$ cat src/hdl/bfsp_pkg.sv
package bfsp_pkg;

   // Field widths fixed by the interface
   localparam int VERTEX_W    = 5;
   localparam int WEIGHT_IN_W = 16;
   localparam int DIST_W      = 32;
   localparam int VCOUNT_W    = 6;

   // Register port
   localparam int CSR_IDX_W  = 2;
   localparam int CSR_DATA_W = 6;

   localparam logic [CSR_IDX_W-1:0] CSR_VERTEX_COUNT  = 2'd0;
   localparam logic [CSR_IDX_W-1:0] CSR_SOURCE_VERTEX = 2'd1;

   localparam logic [VCOUNT_W-1:0] VCOUNT_RESET = 6'd32;
   localparam logic [VERTEX_W-1:0] SOURCE_RESET = 5'd0;

   // Saturation limits of the distance
   localparam logic [DIST_W-1:0] DIST_MAX = 32'h7fff_ffff;
   localparam logic [DIST_W-1:0] DIST_MIN = 32'h8000_0000;

   typedef struct packed {
      logic [VERTEX_W-1:0]           edge_source;
      logic [VERTEX_W-1:0]           edge_dest;
      logic signed [WEIGHT_IN_W-1:0] edge_weight;
      logic                          last_edge;
   } req_type;

   typedef struct packed {
      logic [VERTEX_W-1:0]      vertex_index;
      logic                     reachable;
      logic signed [DIST_W-1:0] distance;
      logic                     negative_cycle;
      logic                     edge_overflow;
      logic                     last_result;
   } rsp_type;

   // Controller to datapath
   typedef struct packed {
      logic idle;
      logic start;
      logic clr_write;
      logic pass_init;
      logic edge_rd;
      logic dist_rd;
      logic relax;
      logic pass_next;
      logic out_rd;
      logic out_load;
      logic finish;
   } cmd_type;

   // Datapath to controller
   typedef struct packed {
      logic start_req;
      logic nv_zero;
      logic vidx_last;
      logic edges_empty;
      logic edge_last;
      logic pass_check;
      logic rsp_free;
   } sts_type;

endpackage

$ cat src/hdl/bfsp_ctrl.sv
module bfsp_ctrl (
   input  logic              clock,
   input  logic              reset,
   input  bfsp_pkg::sts_type sts,
   output bfsp_pkg::cmd_type cmd
);

   import bfsp_pkg::*;

   typedef enum logic [2:0] {
      IDLE,
      CLEAR,
      EDGE_RD,
      DIST_RD,
      RELAX,
      OUT_RD,
      OUT_WAIT
   } state_type;

   state_type state_ff, state_in;

   // Next state and commands
   always_comb begin
      state_in = state_ff;
      cmd      = '0;
      unique case (state_ff)
         IDLE: begin
            cmd.idle = 1'b1;
            if (sts.start_req) begin
               if (sts.nv_zero) begin
                  cmd.finish = 1'b1;
               end else begin
                  cmd.start = 1'b1;
                  state_in  = CLEAR;
               end
            end
         end
         CLEAR: begin
            cmd.clr_write = 1'b1;
            if (sts.vidx_last) begin
               if (sts.edges_empty) begin
                  state_in = OUT_RD;
               end else begin
                  cmd.pass_init = 1'b1;
                  state_in      = EDGE_RD;
               end
            end
         end
         EDGE_RD: begin
            cmd.edge_rd = 1'b1;
            state_in    = DIST_RD;
         end
         DIST_RD: begin
            cmd.dist_rd = 1'b1;
            state_in    = RELAX;
         end
         RELAX: begin
            cmd.relax = 1'b1;
            if (sts.edge_last) begin
               cmd.pass_next = 1'b1;
               state_in      = sts.pass_check ? OUT_RD : EDGE_RD;
            end else begin
               state_in = DIST_RD;
            end
         end
         OUT_RD: begin
            cmd.out_rd = 1'b1;
            state_in   = OUT_WAIT;
         end
         OUT_WAIT: begin
            if (sts.rsp_free) begin
               cmd.out_load = 1'b1;
               if (sts.vidx_last) begin
                  cmd.finish = 1'b1;
                  state_in   = IDLE;
               end else begin
                  state_in = OUT_RD;
               end
            end
         end
         default: state_in = IDLE;
      endcase
   end

   always_ff @(posedge clock) begin
      if (reset) begin
         state_ff <= IDLE;
      end else begin
         state_ff <= state_in;
      end
   end

endmodule

$ cat config.mk
export PLATFORM = sky130hd
export DESIGN_NAME = bfsp_ctrl
export DESIGN_NICKNAME = d
export VERILOG_FILES = /design/src/hdl/bfsp_pkg.sv /design/src/hdl/bfsp_ctrl.sv
export SDC_FILE = /design/constraint.sdc
export NUM_CORES = 1
export LEC_CHECK = 0
export ABC_AREA = 1
export BUFFER_PORTS_ARGS = -buffer_cell sky130_fd_sc_hd__buf_2
export CORE_AREA = 2 2 39 41
export CTS_CLUSTER_DIAMETER = 150
export DETAILED_ROUTE_END_ITERATION = 10
export DIE_AREA = 0 0 41 43
export GPL_ROUTABILITY_DRIVEN = 0
export PLACE_DENSITY = 0.64
export SETUP_SLACK_MARGIN = 0.5
export SKIP_LAST_GASP = 1
export SYNTH_ARGS = -nofsm -noshare
export SYNTH_HDL_FRONTEND = slang
export SYNTH_SLANG_ARGS = --single-unit
$ cat constraint.sdc
create_clock -name clock -period 0.9 [get_ports clock]
set_input_delay 0.18 -clock clock [delete_from_list [all_inputs] [get_ports clock]]
set_output_delay 0.18 -clock clock [all_outputs]
set_load 0.1 [all_outputs]
==> results by group <==
Worst setup path
  – Worst flop-to-flop path endpoint: state_ff[2]
  – CP Buf/Inv Count: 2
  – Flop-to-flop setup slack: -0.43 ns
  – WP data arrival: between 1 and 1.5 ns
  – Setup crit start kind: flip-flop
  – Max FO, Critical Path: 7
  – CP peak stage delay: approximately 0.40 ns
  – Crit path max-delay family: flip-flops
  – Reg2reg path depth: 9
  – Critical Path Stages: 5
  – Worst setup path end: cmd[0]
  – Critical Path Sink Type: primary output
  – R2r startpoint: state_ff[0]
  – Critical path type: reg2out
  – Required time worst endpoint: 0.72 ns
  – Crit path launch: state_ff[1]
  – CP Cell Sequence: inv_4, nand2_4, nor2_4, a32o_4, buf_12
  – Critical-path top delay cell: dfxtp_4

Clocking
  – Worst skew pair latency: 0.23 ns
  – Hold-fix buffers, CTS: 0
  – Total CTS buffers: 3
  – Clock Path Buffers: 2
  – CTS tree: done
  – CTS clk-pin slew, worst paths: 0.04 ns
  – Clock root cell: clkbuf_4
  – H-tree level count: 1
  – Clock Sinks: 3

Pwr
  – Pwr Total: about 1.4 mW
  – PwrDens: 1440 nW/um^2
  – Leak Pwr: 0.434 nW
  – VDD IR max: approximately 1.2 mV

Logic synthesis
  – Synth Instances: between 60 and 70
  – Post-synthesis net count: 73
  – Synthesized area: 334 sq um
  – Seq cells post-synth: 3
  – Sequential fraction of the synthesis area: ~18%
  – YS warnings: 0
  – Distinct cells, synth: 14
  – Avg Cell Area, Syn: 5.22 sq um

Cells and area
  – Area growth syn-to-layout: 184%
  – Reg with most FFs: state_ff
  – Util after Layout: between 60% and 70%
  – Largest registers: state_ff x3
  – N_diodes: 0
  – Finished Layout Cells: 122
  – Largest register FFs: 3
  – NumNets Final: about 120
  – Layout cells sized above 1: 65.1%
  – Fill cells: around 110

Timing
  – Worst Tran Pin Value: 0.186 ns
  – Final min period: 1.44 ns
  – Final hold viol count: 0
  – Final Setup Violations: 14
  – Hold_ws: around 0.14 ns
  – Worst rel slew slack: between 80% and 90%
  – RSZ-0062 raised after global routing: yes
  – Final cycle utilization of the critical path: 160%
  – Final max-slew violation count: 0
  – Maximum clock rate: around 700 MHz
  – Final WS setup: -0.536 ns
  – Clk_skew: around 0.0063 ns
  – Setup_tns: -6.46 ns

Global route
  – Total track usage: between 10% and 20%
  – Initial antenna violation count: 0
  – Pin count of the biggest net entering global routing: 8
  – Number of global-route vias before repair: about 550
  – Grt ovf: 0
  – First-pass GRT wire length: roughly 2200 um

Place
  – Cells after DPL: approximately 110
  – IO Port Bufs: 19
  – HPWL Detailed: 1010 um

Die
  – Num rows: 14
  – Core area: roughly 1400 sq um
  – Initial core utilization: about 24%
  – Die area: between 1500 and 2000 sq um
  – Boundary Pins: 20
  – Die W: approximately 40 um
  – Chip Height: roughly 43 um

Run status
  – Outcome: finished with violations
  – Failing checks: setup timing

Drt
  – First DRT Iteration DRCs: 7
  – Routed wire length: approximately 1300 um
  – DR vias: between 500 and 600
  – DR WL/cell: about 11 um
  – Residual DRC: 0
  – Pre-antenna DRT Iters: 4
  – Final antenna-violating net count: 0
  – Via density: between 4 and 5

Min path
  – Hold Path Class: in2reg

Run
  – Total of max-cap violations: 0
==> power by group <==
part / total, mW / switching, mW / internal [mW]
Sequential: 0.186 / 0.0375 / 0.149
Combinational: 0.954 / 0.551 / 0.403
Clock: 0.228 / 0.0624 / 0.166
Total: 1.37 / 0.651 / 0.718
==> metrics by stage <==
| stage | setup slack [ns] | cell area [sq um] |
|---|---|---|
| after floorplan | -0.811 | 443 |
| after global placement | -0.331 | 825 |
| after detailed placement | -0.350 | 825 |
| after CTS | -0.530 | 933 |
| after global routing | -0.574 | 948 |
| final | -0.536 | 948 |
==> worst reg2reg max path, cell delays in order, from the launching register on <==
cell     delay, ns
dfxtp_4       0.40
inv_6         0.06
buf_4         0.13
buf_6         0.11
buf_6         0.10
nand4_1       0.08
nand2_1       0.07
nor2_2        0.11
nand2_1       0.08
a21oi_2       0.12
==> final cells by class <==
type,count,area (sq um),share of cell area (%)
Timing Repair Buffer,39,433,45.6
Multi-Input combinational cell,44,304,32.1
Inverter,16,93.8,9.89
Sequential cell,3,71.3,7.52
Clock buffer,4,26.3,2.77
Tap cell,16,20.0,2.11
==> cell usage in the layout, fill, tap and decap left out, drive strengths merged <==
cell and count:
dfxtp 3, nand2 15, nor3 1, buf 39, nand4 2, a21oi 4, inv 13, a32o 1
nand3 8, nor2 13, clkinvlp 3, clkbuf 4
==> cell families after synthesis <==
kind of cell           synth area share, %
buffers and inverters                 21.3
flip-flops                            18.0
AO/OA/AOI/OAI                         8.99
AND/OR/NAND/NOR                       51.7
==> synthesized netlist by cell type <==
cell     instances  area [sq um]
nand2_1         14          52.6
nor2_1          12          45.0
inv_1           11          41.3
nand3_1          7          35.0
inv_2            5          18.8
a21oi_1          4          20.0
dfxtp_1          3          60.1
nand4_1          2          12.5
a32o_1           1          10.0
buf_6            1          11.3
nand2_2          1          6.26
nand3_2          1          10.0
nor2_2           1          6.26
nor3_1           1          5.00
==> worst min-delay path by stage <==
stage / from / to / slack [ns] / cells after the start
2_1_floorplan: reset / state_ff[0] / 0.24 / 1
3_3_place_gp: reset / state_ff[1] / 0.36 / 2
3_5_place_dp: reset / state_ff[1] / 0.36 / 2
4_1_cts: reset / state_ff[2] / 0.13 / 2
5_1_grt: reset / state_ff[2] / 0.13 / 2
6_report: reset / state_ff[2] / 0.14 / 2
==> timing repair <==
action | in CTS | in global routing
resized for setup | 13 | 2
pin swaps | 10 | 5
setup buffers | 4 | 1
endpoints found under the setup margin | 14 | 14
==> metal layers <==
metal  wire (um)  track usage (%)
met5           0                0
met4          22             2.67
met1         499             21.8
met2         731             29.4
met3          45             3.14
Note: power is estimated with default switching activity, not from simulation.
